File: config.mk
export PLATFORM = sky130hd
export DESIGN_NAME = iie_soft_switch_controller_flat
export DESIGN_NICKNAME = d
export VERILOG_FILES = /design/src/rtl/iie_pkg.sv /design/src/rtl/iie_if.sv /design/src/rtl/iie_paddle.sv /design/src/rtl/iie_state.sv /design/src/rtl/iie_soft_switch_controller.sv /design/src/flat_wrapper.sv
export SDC_FILE = /design/constraint.sdc
export NUM_CORES = 1
export LEC_CHECK = 0
export ABC_AREA = 1
export BUFFER_PORTS_ARGS = -buffer_cell sky130_fd_sc_hd__buf_2
export CAP_MARGIN = 40
export CORE_ASPECT_RATIO = 0.5
export CORE_MARGIN = 8
export CORE_UTILIZATION = 56
export DETAILED_ROUTE_END_ITERATION = 6
export PLACE_DENSITY_LB_ADDON = 0.15
export SYNTH_ARGS = -nofsm -noshare
export SYNTH_HDL_FRONTEND = slang
export SYNTH_SLANG_ARGS = --single-unit
File: constraint.sdc
create_clock -name clk -period 7.4 [get_ports clk]
set_clock_uncertainty 0.2 [all_clocks]
set_input_delay 1.48 -clock clk [delete_from_list [all_inputs] [get_ports clk]]
set_output_delay 1.48 -clock clk [all_outputs]
set_load 0.005 [all_outputs]
File: src/rtl/iie_pkg.sv
// Shared types, constants and helper functions for the soft switch controller.
`timescale 1ns / 1ps

package iie_pkg;

    // Bit positions within the mode flag word.
    localparam int unsigned F_80STORE  = 0;
    localparam int unsigned F_RAMRD    = 1;
    localparam int unsigned F_RAMWRT   = 2;
    localparam int unsigned F_INTCXROM = 3;
    localparam int unsigned F_ALTZP    = 4;
    localparam int unsigned F_SLOTC3   = 5;
    localparam int unsigned F_COL80    = 6;
    localparam int unsigned F_ALTCHAR  = 7;
    localparam int unsigned F_TEXT     = 8;
    localparam int unsigned F_MIXED    = 9;
    localparam int unsigned F_PAGE2    = 10;
    localparam int unsigned F_HIRES    = 11;
    localparam int unsigned F_DHIRES   = 12;
    localparam int unsigned F_BANK2    = 13;
    localparam int unsigned F_LCREAD   = 14;
    localparam int unsigned F_LCWRITE  = 15;

    localparam int unsigned FLAG_W = 16;

    // Paddle RC timer span and the timer's full-scale count.
    localparam logic [11:0] PADDLE_SPAN = 12'd3061;
    localparam logic [7:0]  TIMER_MAX   = 8'd255;

    // Status byte encodings.
    localparam logic [7:0] STATUS_SET = 8'h80;
    localparam logic [7:0] STROBE_CLR = 8'h7F;

    // Machine model codes.
    localparam logic [1:0] MODEL_OLDER    = 2'd0;
    localparam logic [1:0] MODEL_BASE     = 2'd1;
    localparam logic [1:0] MODEL_ENHANCED = 2'd2;

    typedef enum logic [1:0] {
        OP_READ     = 2'd0,
        OP_WRITE    = 2'd1,
        OP_LOAD_KEY = 2'd2,
        OP_RESET    = 2'd3
    } iie_op_t;

    typedef struct packed {
        logic [1:0]  op;
        logic [15:0] address;
        logic [7:0]  key_code;
        logic [2:0]  buttons;
        logic [31:0] paddle_axes;
        logic [31:0] now_cycle;
        logic        in_vbl;
    } iie_item_t;

    typedef struct packed {
        logic [7:0]        read_data;
        logic              driven;
        logic [FLAG_W-1:0] mode_flags;
        logic              speaker_out;
        logic              int_exp_rom;
        logic [2:0]        last_slot;
    } iie_view_t;

    function automatic logic [FLAG_W-1:0] flag_mask(input int unsigned pos);
        logic [FLAG_W-1:0] m;
        m = '0;
        m[pos] = 1'b1;
        return m;
    endfunction

    function automatic logic [FLAG_W-1:0] set_or_clear(input logic [FLAG_W-1:0] f,
                                                        input logic [FLAG_W-1:0] m,
                                                        input logic on);
        return on ? (f | m) : (f & ~m);
    endfunction

    // Switches written at $C000-$C00F, one per address pair.
    function automatic logic [FLAG_W-1:0] low_switch(input logic [2:0] idx);
        logic [FLAG_W-1:0] m;
        case (idx)
            3'd0:    m = flag_mask(F_80STORE);
            3'd1:    m = flag_mask(F_RAMRD);
            3'd2:    m = flag_mask(F_RAMWRT);
            3'd3:    m = flag_mask(F_INTCXROM);
            3'd4:    m = flag_mask(F_ALTZP);
            3'd5:    m = flag_mask(F_SLOTC3);
            3'd6:    m = flag_mask(F_COL80);
            default: m = flag_mask(F_ALTCHAR);
        endcase
        return m;
    endfunction

    // Flag reported in bit 7 at $C011-$C01F ($C019 excepted).
    function automatic logic [FLAG_W-1:0] status_bit(input logic [3:0] idx);
        logic [FLAG_W-1:0] m;
        case (idx)
            4'h1:    m = flag_mask(F_BANK2);
            4'h2:    m = flag_mask(F_LCREAD);
            4'h3:    m = flag_mask(F_RAMRD);
            4'h4:    m = flag_mask(F_RAMWRT);
            4'h5:    m = flag_mask(F_INTCXROM);
            4'h6:    m = flag_mask(F_ALTZP);
            4'h7:    m = flag_mask(F_SLOTC3);
            4'h8:    m = flag_mask(F_80STORE);
            4'hA:    m = flag_mask(F_TEXT);
            4'hB:    m = flag_mask(F_MIXED);
            4'hC:    m = flag_mask(F_PAGE2);
            4'hD:    m = flag_mask(F_HIRES);
            4'hE:    m = flag_mask(F_ALTCHAR);
            4'hF:    m = flag_mask(F_COL80);
            default: m = '0;
        endcase
        return m;
    endfunction

    function automatic logic [FLAG_W-1:0] video_switch(input logic [1:0] idx);
        logic [FLAG_W-1:0] m;
        case (idx)
            2'd0:    m = flag_mask(F_TEXT);
            2'd1:    m = flag_mask(F_MIXED);
            2'd2:    m = flag_mask(F_PAGE2);
            default: m = flag_mask(F_HIRES);
        endcase
        return m;
    endfunction

endpackage

File: src/rtl/iie_if.sv
// Channel interfaces: bus access requests, results and the model register write.
`timescale 1ns / 1ps

interface iie_req_if;
    logic        valid;
    logic        ready;
    logic [1:0]  op;
    logic [15:0] address;
    logic [7:0]  key_code;
    logic [2:0]  buttons;
    logic [31:0] paddle_axes;
    logic [31:0] now_cycle;
    logic        in_vbl;

    modport source (output valid, op, address, key_code, buttons, paddle_axes,
                    now_cycle, in_vbl, input ready);
    modport sink   (input valid, op, address, key_code, buttons, paddle_axes,
                    now_cycle, in_vbl, output ready);
endinterface

interface iie_rsp_if;
    logic        valid;
    logic        ready;
    logic [7:0]  read_data;
    logic        driven;
    logic [15:0] mode_flags;
    logic        speaker_out;
    logic        int_exp_rom;
    logic [2:0]  last_slot;

    modport source (output valid, read_data, driven, mode_flags, speaker_out,
                    int_exp_rom, last_slot, input ready);
    modport sink   (input valid, read_data, driven, mode_flags, speaker_out,
                    int_exp_rom, last_slot, output ready);
endinterface

interface iie_cfg_if;
    logic       valid;
    logic       ready;
    logic [1:0] machine_model;

    modport source (output valid, machine_model, input ready);
    modport sink   (input valid, machine_model, output ready);
endinterface

File: src/rtl/iie_paddle.sv
// Paddle comparator: reports whether the RC timer is still at or below an axis.
`timescale 1ns / 1ps

module iie_paddle
(
    input  logic [31:0] now_cycle,
    input  logic [31:0] trigger_cycle,
    input  logic [7:0]  axis,
    output logic        active
);

    logic [31:0] elapsed;
    logic        expired;
    logic [19:0] scaled_time;
    logic [19:0] axis_limit;

    // timer = elapsed*255/span, and timer <= axis exactly when
    // elapsed*255 < (axis+1)*span, so no divider is needed.
    assign elapsed     = now_cycle - trigger_cycle;
    assign expired     = elapsed >= {20'd0, iie_pkg::PADDLE_SPAN};
    assign scaled_time = 20'(elapsed[11:0]) * 20'(iie_pkg::TIMER_MAX);
    assign axis_limit  = (20'(axis) + 20'd1) * 20'(iie_pkg::PADDLE_SPAN);

    always_comb
    begin
        if (expired)
            active = (axis == iie_pkg::TIMER_MAX);
        else
            active = scaled_time < axis_limit;
    end

endmodule

File: src/rtl/iie_state.sv
// Switch state registers and the decode that updates them for one bus access.
`timescale 1ns / 1ps

module iie_state
(
    input  logic                clk,
    input  logic                rst_n,
    input  logic                fire,
    input  logic [1:0]          machine_model,
    input  iie_pkg::iie_item_t  item,
    output iie_pkg::iie_view_t  view
);

    logic [iie_pkg::FLAG_W-1:0] flags_reg, flags_next;
    logic                       pre_write_reg, pre_write_next;
    logic [7:0]                 kbd_latch_reg, kbd_latch_next;
    logic                       speaker_reg, speaker_next;
    logic [31:0]                trigger_cycle_reg, trigger_cycle_next;
    logic                       c800_latch_reg, c800_latch_next;
    logic [2:0]                 io_slot_reg, io_slot_next;

    logic [7:0] sw_addr;
    logic       in_io_page;
    logic       in_slot_space;
    logic [7:0] paddle_axis;
    logic       paddle_active;
    logic [7:0] read_data;
    logic       driven;
    logic       lc_access;
    logic       lc_write;
    logic       video_access;

    assign sw_addr       = item.address[7:0];
    assign in_io_page    = item.address[15:8] == 8'hC0;
    assign in_slot_space = (item.address[15:11] == 5'b11000) && (item.address[10:8] != 3'd0);

    always_comb
    begin
        case (sw_addr[1:0])
            2'd0:    paddle_axis = item.paddle_axes[7:0];
            2'd1:    paddle_axis = item.paddle_axes[15:8];
            2'd2:    paddle_axis = item.paddle_axes[23:16];
            default: paddle_axis = item.paddle_axes[31:24];
        endcase
    end

    iie_paddle u_paddle
    (
        .now_cycle     (item.now_cycle),
        .trigger_cycle (trigger_cycle_reg),
        .axis          (paddle_axis),
        .active        (paddle_active)
    );

    always_comb
    begin
        flags_next         = flags_reg;
        pre_write_next     = pre_write_reg;
        kbd_latch_next     = kbd_latch_reg;
        speaker_next       = speaker_reg;
        trigger_cycle_next = trigger_cycle_reg;
        c800_latch_next    = c800_latch_reg;
        io_slot_next       = io_slot_reg;
        read_data          = '0;
        driven             = 1'b0;
        lc_access          = 1'b0;
        lc_write           = 1'b0;
        video_access       = 1'b0;

        case (iie_pkg::iie_op_t'(item.op))
            iie_pkg::OP_LOAD_KEY:
            begin
                kbd_latch_next = item.key_code;
            end
            iie_pkg::OP_RESET:
            begin
                flags_next = iie_pkg::flag_mask(iie_pkg::F_BANK2)
                           | iie_pkg::flag_mask(iie_pkg::F_LCWRITE)
                           | iie_pkg::flag_mask(iie_pkg::F_TEXT);
                if (machine_model == iie_pkg::MODEL_OLDER)
                    flags_next = flags_next | iie_pkg::flag_mask(iie_pkg::F_SLOTC3);
                pre_write_next  = 1'b1;
                c800_latch_next = 1'b0;
                io_slot_next    = '0;
            end
            iie_pkg::OP_READ:
            begin
                if (in_io_page)
                begin
                    case (sw_addr) inside
                        [8'h00:8'h0F]:
                        begin
                            read_data = kbd_latch_reg;
                            driven    = 1'b1;
                        end
                        8'h10:
                        begin
                            read_data      = kbd_latch_reg;
                            driven         = 1'b1;
                            kbd_latch_next = kbd_latch_reg & iie_pkg::STROBE_CLR;
                        end
                        8'h19:
                        begin
                            read_data = item.in_vbl ? iie_pkg::STATUS_SET : 8'h00;
                            driven    = 1'b1;
                        end
                        [8'h11:8'h1F]:
                        begin
                            read_data = |(flags_reg & iie_pkg::status_bit(sw_addr[3:0]))
                                      ? iie_pkg::STATUS_SET : 8'h00;
                            driven    = 1'b1;
                        end
                        [8'h30:8'h3F]:
                        begin
                            speaker_next = ~speaker_reg;
                        end
                        [8'h50:8'h57]:
                        begin
                            video_access = 1'b1;
                        end
                        [8'h61:8'h63]:
                        begin
                            read_data = item.buttons[sw_addr[1:0] - 2'd1]
                                      ? iie_pkg::STATUS_SET : 8'h00;
                            driven    = 1'b1;
                        end
                        [8'h64:8'h67]:
                        begin
                            read_data = paddle_active ? iie_pkg::STATUS_SET : 8'h00;
                            driven    = 1'b1;
                        end
                        [8'h70:8'h7F]:
                        begin
                            trigger_cycle_next = item.now_cycle;
                        end
                        [8'h80:8'h8F]:
                        begin
                            lc_access = 1'b1;
                        end
                        default:
                        begin
                        end
                    endcase
                end
            end
            default:
            begin
                // Write access.
                if (in_io_page)
                begin
                    case (sw_addr) inside
                        [8'h00:8'h0F]:
                        begin
                            if (machine_model == iie_pkg::MODEL_ENHANCED)
                                flags_next = iie_pkg::set_or_clear(flags_reg,
                                    iie_pkg::low_switch(sw_addr[3:1]), sw_addr[0]);
                        end
                        [8'h10:8'h1F]:
                        begin
                            kbd_latch_next = kbd_latch_reg & iie_pkg::STROBE_CLR;
                        end
                        [8'h30:8'h3F]:
                        begin
                            speaker_next = ~speaker_reg;
                        end
                        [8'h50:8'h5F]:
                        begin
                            video_access = 1'b1;
                        end
                        [8'h70:8'h7F]:
                        begin
                            trigger_cycle_next = item.now_cycle;
                        end
                        [8'h80:8'h8F]:
                        begin
                            lc_access = 1'b1;
                            lc_write  = 1'b1;
                        end
                        default:
                        begin
                        end
                    endcase
                end
            end
        endcase

        // Read and write accesses outside the switch page.
        if (item.op == iie_pkg::OP_READ || item.op == iie_pkg::OP_WRITE)
        begin
            if (in_slot_space && !flags_reg[iie_pkg::F_INTCXROM])
            begin
                io_slot_next = item.address[10:8];
                if (!c800_latch_reg && item.address[10:8] == 3'd3
                    && !flags_reg[iie_pkg::F_SLOTC3])
                    c800_latch_next = 1'b1;
            end
            if (item.address == 16'hCFFF)
                c800_latch_next = 1'b0;
        end

        if (video_access)
        begin
            if (sw_addr < 8'h58)
                flags_next = iie_pkg::set_or_clear(flags_reg,
                    iie_pkg::video_switch(sw_addr[2:1]), sw_addr[0]);
            else if (sw_addr == 8'h5E)
                flags_next = flags_reg | iie_pkg::flag_mask(iie_pkg::F_DHIRES);
            else if (sw_addr == 8'h5F)
                flags_next = flags_reg & ~iie_pkg::flag_mask(iie_pkg::F_DHIRES);
        end

        if (lc_access)
        begin
            flags_next = iie_pkg::set_or_clear(flags_reg,
                iie_pkg::flag_mask(iie_pkg::F_BANK2), !sw_addr[3]);
            flags_next = iie_pkg::set_or_clear(flags_next,
                iie_pkg::flag_mask(iie_pkg::F_LCREAD),
                sw_addr[1:0] == 2'd0 || sw_addr[1:0] == 2'd3);
            if (!sw_addr[0])
            begin
                pre_write_next = 1'b0;
                flags_next     = flags_next & ~iie_pkg::flag_mask(iie_pkg::F_LCWRITE);
            end
            else if (lc_write)
            begin
                pre_write_next = 1'b0;
            end
            else
            begin
                if (pre_write_reg)
                    flags_next = flags_next | iie_pkg::flag_mask(iie_pkg::F_LCWRITE);
                pre_write_next = 1'b1;
            end
        end
    end

    always_ff @(posedge clk or negedge rst_n)
    begin
        if (!rst_n)
        begin
            flags_reg         <= iie_pkg::flag_mask(iie_pkg::F_BANK2)
                               | iie_pkg::flag_mask(iie_pkg::F_LCWRITE)
                               | iie_pkg::flag_mask(iie_pkg::F_TEXT);
            pre_write_reg     <= 1'b1;
            kbd_latch_reg     <= '0;
            speaker_reg       <= 1'b0;
            trigger_cycle_reg <= '0;
            c800_latch_reg    <= 1'b0;
            io_slot_reg       <= '0;
        end
        else if (fire)
        begin
            flags_reg         <= flags_next;
            pre_write_reg     <= pre_write_next;
            kbd_latch_reg     <= kbd_latch_next;
            speaker_reg       <= speaker_next;
            trigger_cycle_reg <= trigger_cycle_next;
            c800_latch_reg    <= c800_latch_next;
            io_slot_reg       <= io_slot_next;
        end
    end

    // The result carries the state as it stands after this access.
    assign view.read_data   = read_data;
    assign view.driven      = driven;
    assign view.mode_flags  = flags_next;
    assign view.speaker_out = speaker_next;
    assign view.int_exp_rom = c800_latch_next;
    assign view.last_slot   = io_slot_next;

endmodule

File: src/rtl/iie_soft_switch_controller.sv
// Top level of the soft switch controller: input register, state update and result register.
`timescale 1ns / 1ps

// Usage
// The req channel carries one bus transaction: a read, a write, a keyboard
// latch load or a soft reset, together with the button, paddle, cycle count
// and blanking inputs sampled for it. The rsp channel returns exactly one
// transaction per request: the read byte with its driven flag, and the mode
// flags, speaker level, $C800 ownership and last slot after the access.
// The cfg channel writes the machine model; it is always ready and must only
// be used while no request is still in flight.
// A request passes through two registers: the accepting edge loads the request
// register, and the decode and state update land in the response register
// once that register is free. Throughput is one transaction per cycle while
// the receiver does not stall, the state update between those two registers
// being combinational.
// A stalled receiver holds the response register; the request register still
// takes one more transaction, and req.ready drops only once both are full.
// Reset (rst_n low) empties both registers, sets the model to enhanced and
// puts the switches in their power-up state: bank 2, language card write
// enabled with the pre-write armed, text mode, keyboard latch clear.

module iie_soft_switch_controller
(
    input logic       clk,
    input logic       rst_n,
    iie_req_if.sink   req,
    iie_rsp_if.source rsp,
    iie_cfg_if.sink   cfg
);

    logic               item_valid_reg;
    iie_pkg::iie_item_t item_reg;
    logic               rsp_valid_reg;
    iie_pkg::iie_view_t rsp_reg;
    logic [1:0]         machine_model_reg;

    logic               advance;
    logic               accept;
    iie_pkg::iie_view_t view;

    // The held request moves on when the response register is free or emptying.
    assign advance    = item_valid_reg && (!rsp_valid_reg || rsp.ready);
    assign req.ready  = !item_valid_reg || advance;
    assign accept     = req.valid && req.ready;
    assign cfg.ready  = 1'b1;

    always_ff @(posedge clk or negedge rst_n)
    begin
        if (!rst_n)
            machine_model_reg <= iie_pkg::MODEL_ENHANCED;
        else if (cfg.valid)
            machine_model_reg <= cfg.machine_model;
    end

    always_ff @(posedge clk or negedge rst_n)
    begin
        if (!rst_n)
            item_valid_reg <= 1'b0;
        else if (accept)
            item_valid_reg <= 1'b1;
        else if (advance)
            item_valid_reg <= 1'b0;
    end

    always_ff @(posedge clk)
    begin
        if (accept)
        begin
            item_reg.op          <= req.op;
            item_reg.address     <= req.address;
            item_reg.key_code    <= req.key_code;
            item_reg.buttons     <= req.buttons;
            item_reg.paddle_axes <= req.paddle_axes;
            item_reg.now_cycle   <= req.now_cycle;
            item_reg.in_vbl      <= req.in_vbl;
        end
    end

    iie_state u_state
    (
        .clk           (clk),
        .rst_n         (rst_n),
        .fire          (advance),
        .machine_model (machine_model_reg),
        .item          (item_reg),
        .view          (view)
    );

    always_ff @(posedge clk or negedge rst_n)
    begin
        if (!rst_n)
            rsp_valid_reg <= 1'b0;
        else if (advance)
            rsp_valid_reg <= 1'b1;
        else if (rsp.ready)
            rsp_valid_reg <= 1'b0;
    end

    always_ff @(posedge clk)
    begin
        if (advance)
            rsp_reg <= view;
    end

    assign rsp.valid       = rsp_valid_reg;
    assign rsp.read_data   = rsp_reg.read_data;
    assign rsp.driven      = rsp_reg.driven;
    assign rsp.mode_flags  = rsp_reg.mode_flags;
    assign rsp.speaker_out = rsp_reg.speaker_out;
    assign rsp.int_exp_rom = rsp_reg.int_exp_rom;
    assign rsp.last_slot   = rsp_reg.last_slot;

endmodule
File: src/flat_wrapper.sv
// flat-port wrapper written by rule: the top's interface ports become plain ports
module iie_soft_switch_controller_flat 
  (clk, rst_n, req_valid, req_op, req_address, req_key_code, req_buttons, req_paddle_axes, req_now_cycle, req_in_vbl, req_ready, rsp_valid, rsp_read_data, rsp_driven, rsp_mode_flags, rsp_speaker_out, rsp_int_exp_rom, rsp_last_slot, rsp_ready, cfg_valid, cfg_machine_model, cfg_ready);
  iie_req_if req_i ();
  iie_rsp_if rsp_i ();
  iie_cfg_if cfg_i ();
  input logic clk;
  input logic rst_n;
  input wire logic [$bits(req_i.valid)-1:0] req_valid;
  input wire logic [$bits(req_i.op)-1:0] req_op;
  input wire logic [$bits(req_i.address)-1:0] req_address;
  input wire logic [$bits(req_i.key_code)-1:0] req_key_code;
  input wire logic [$bits(req_i.buttons)-1:0] req_buttons;
  input wire logic [$bits(req_i.paddle_axes)-1:0] req_paddle_axes;
  input wire logic [$bits(req_i.now_cycle)-1:0] req_now_cycle;
  input wire logic [$bits(req_i.in_vbl)-1:0] req_in_vbl;
  output wire logic [$bits(req_i.ready)-1:0] req_ready;
  output wire logic [$bits(rsp_i.valid)-1:0] rsp_valid;
  output wire logic [$bits(rsp_i.read_data)-1:0] rsp_read_data;
  output wire logic [$bits(rsp_i.driven)-1:0] rsp_driven;
  output wire logic [$bits(rsp_i.mode_flags)-1:0] rsp_mode_flags;
  output wire logic [$bits(rsp_i.speaker_out)-1:0] rsp_speaker_out;
  output wire logic [$bits(rsp_i.int_exp_rom)-1:0] rsp_int_exp_rom;
  output wire logic [$bits(rsp_i.last_slot)-1:0] rsp_last_slot;
  input wire logic [$bits(rsp_i.ready)-1:0] rsp_ready;
  input wire logic [$bits(cfg_i.valid)-1:0] cfg_valid;
  input wire logic [$bits(cfg_i.machine_model)-1:0] cfg_machine_model;
  output wire logic [$bits(cfg_i.ready)-1:0] cfg_ready;
  assign req_i.valid = req_valid;
  assign req_i.op = req_op;
  assign req_i.address = req_address;
  assign req_i.key_code = req_key_code;
  assign req_i.buttons = req_buttons;
  assign req_i.paddle_axes = req_paddle_axes;
  assign req_i.now_cycle = req_now_cycle;
  assign req_i.in_vbl = req_in_vbl;
  assign req_ready = req_i.ready;
  assign rsp_valid = rsp_i.valid;
  assign rsp_read_data = rsp_i.read_data;
  assign rsp_driven = rsp_i.driven;
  assign rsp_mode_flags = rsp_i.mode_flags;
  assign rsp_speaker_out = rsp_i.speaker_out;
  assign rsp_int_exp_rom = rsp_i.int_exp_rom;
  assign rsp_last_slot = rsp_i.last_slot;
  assign rsp_i.ready = rsp_ready;
  assign cfg_i.valid = cfg_valid;
  assign cfg_i.machine_model = cfg_machine_model;
  assign cfg_ready = cfg_i.ready;
  iie_soft_switch_controller u_core (.clk(clk), .rst_n(rst_n), .req(req_i), .rsp(rsp_i), .cfg(cfg_i));
endmodule
==> flow_summary.yaml <==
status:
  status: "complete, no violations"
cts:
  cts_made_buffers: 20
  numClockSinks: 204
  cts_tree: "yes"
  cts_max_level: 1
  clock-root-buffer: "clkbuf_16"
  clk_pin_slew_ps: 60
  insertion_delay_ps: 510
  clk_path_buf_depth: 3
detailed_routing:
  routed_wl_um: 36790
  drcViolationCount: 0
  viasPerCell: 5.020
  first_iter_violations: 788
  postRouteAntennaNets: 0
  vias: 12700
  dr.pass1.iters: 7
  wl_per_cell_um: 14.54
cells_and_area:
  drive_above_1_share_pct: 19.83
  fin_cells: 2530
  largest_register_ffs: 94
  layout.nets: 2466
  syn_to_final_growth_pct: 20.87
  design_area_um2: 18820
  antenna_cells: 0
synthesis:
  synth_nets: 2189
  ys_types: 54
  synth-warning-count: 0
  yosysSeqAreaShare_pct: 36.36
  syn_avg_cell_area_um2: 8.386
  netlist_instances: 1857
  async_flop_share_pct: 32.35
  synth_seq_cells: 204
  yosysTopAreaCell: "edfxtp_1"
  netlist.area_leader.share_pct: 23.91
  synthFlopType: "edfxtp_1"
  synth_enable_flop_cells: 124
  yosys-top-cells-area: "edfxtp_1 (24%), ha_1 (13%), nand2_1 (9.9%), dfrtp_1 (9.8%), inv_1 (9.5%)"
  synth_commonest_cells: "nand2_1 (409), inv_1 (396), ha_1 (158)"
  synth_most_common_cell: "nand2_1"
  synth_area_um2: 15570
critical_path:
  crit_arrival_ps: 7450
  critical_path.top_delay_family: "adder cells"
  start_kind: "flop"
  slowest_stage: "fa_1"
  critPathKind: "reg2reg"
  r2r_slack_ps: 7
  crit_path_frequent_cell: "nand2_1"
  required_ps: 7450
  cp-end-kind: "flop"
  critPathMaxFanout: 5
  slowest_delay_ps: 570
  critPathBufInv: 8
floorplanning:
  start_util_pct: 56.53
  dieWidth_um: 251.8
  die-area_um2: 33720
  num_rows: 43
  dieHeight_um: 133.9
  core_um2: 27550
  ios: 134
global_routing:
  grt_overflow: 0
  grt_pass1_wl_um: 60550
  grt_util_all_layers_pct: 21.70
  antenna_found_initial: 0
  first_global_vias: 12724
  grt_max_degree: 70
timing:
  fmax_mhz: 135.3
  period_needed_ps: 7393
  slew_headroom_pct: 49.70
  tightest_slew_ps: 754.5
  hold_ws_ps: 281.3
  setup_viol: 0
  hold_viol: 0
  fin_crit_sh_pct: 99.91
  report.final.slew_viol_count: 0
  rsz0062_at_grt: "true"
worst_hold_path:
  hold_path.class: "reg2reg"
pwr:
  p_leak_uw: 0.009770
  peakVddDrop_uv: 802.4
  p_per_area_nw_per_um2: 540.9
job:
  cap_violations: 0
place:
  portBuffers: 132
  placed_cell_area_um2: 17570
  gp_congestion: 0.9211
  place_inst: 2468
  dpl.hpwl_um: 29490
## cell families after synthesis
kind of cell / share of synthesized area, %
adders and majority gates: 22.08
xor gates and xnor gates: 3.471
buffers and inverters: 10.30
and+or+nand+nor: 18.73
AOI/OAI and AO/OA: 8.894
muxes: 0.1446
other: 0.02408
DFF: 36.36
## worst paths after layout
kind,start,endpoint,cells past startpoint
max in group asynchronous,rst_n,u_core.machine_model_reg[1],2
max,u_core.item_reg[77],u_core.rsp.read_data[7],49
min reg2reg,u_core.u_state.flags_reg[15],u_core.u_state.flags_reg[15],2
min in group asynchronous,rst_n,u_core.u_state.trigger_cycle_reg[18],1
max reg2reg,u_core.item_reg[77],u_core.rsp.read_data[7],49
min,u_core.u_state.flags_reg[15],u_core.u_state.flags_reg[15],2
## area by class of cell
type / count / area, µm²
Inverter: 401 / 1515
Clock buffer: 25 / 539.3
Sequential cell: 204 / 5662
Clock inverter: 11 / 101.3
Fill cell: 2302 / 8723
Timing Repair Buffer: 276 / 1795
Tap cell: 382 / 478.0
Multi-Input combinational cell: 1230 / 8725
Timing Repair inverter: 1 / 7.507
## power by group
| group | switching [µW] | internal [µW] | total (µW) |
|---|---|---|---|
| Clock | 423 | 556 | 979 |
| Combinational | 4080 | 3690 | 7770 |
| Sequential | 65.0 | 1370 | 1430 |
## metal layers
metal | global-route usage [%] | up-vias | part of all wire [%]
li1 | - | 6458 | -
met1 | 27.94 | 5905 | 45
met2 | 39.01 | 277 | 49
met3 | 2.336 | 60 | 4.2
met4 | 5.280 | 0 | 2.2
met5 | 0 | - | 0
## through the flow
stage / setup WS, ps / utilization [%] / total power (µW) / TNS [ps]
global route: -429.1 / 68.33 / 11430 / -429.1
detailed placement: -439.0 / 63.79 / 8462 / -439.0
floorplan: 23.27 / - / 6156 / 0
finish: 6.814 / 68.33 / 10180 / 0
CTS: 0.2105 / 67.24 / 9700 / 0
global placement: -171.6 / 63.69 / 8339 / -171.6
## tightest hold or removal path: stages, from the launching register on
cell and delay [ps]:
dfstp_2 370, nand2_1 60, nand2_1 50
## layout by cell type (no fill, tap or decap), types with 40 or more instances in the layout
cell and instances:
a21oi_1 105, buf_2 131, buf_4 138, dfrtp_1 61, edfxtp_1 124, fa_1 71, ha_1 142, inv_1 380
nand2_1 400, nand3_1 63, nor2_1 141, o21ai_0 60, xor2_1 40
## timing repair
action	4_1_cts	5_1_grt
resized for setup	32	51
gates cloned	1	0
pin swaps	18	47
hold buffers	0	0
setup buffers	15	10
setup endpoints to repair	1	1
Note: power is estimated with default switching activity, not from simulation.
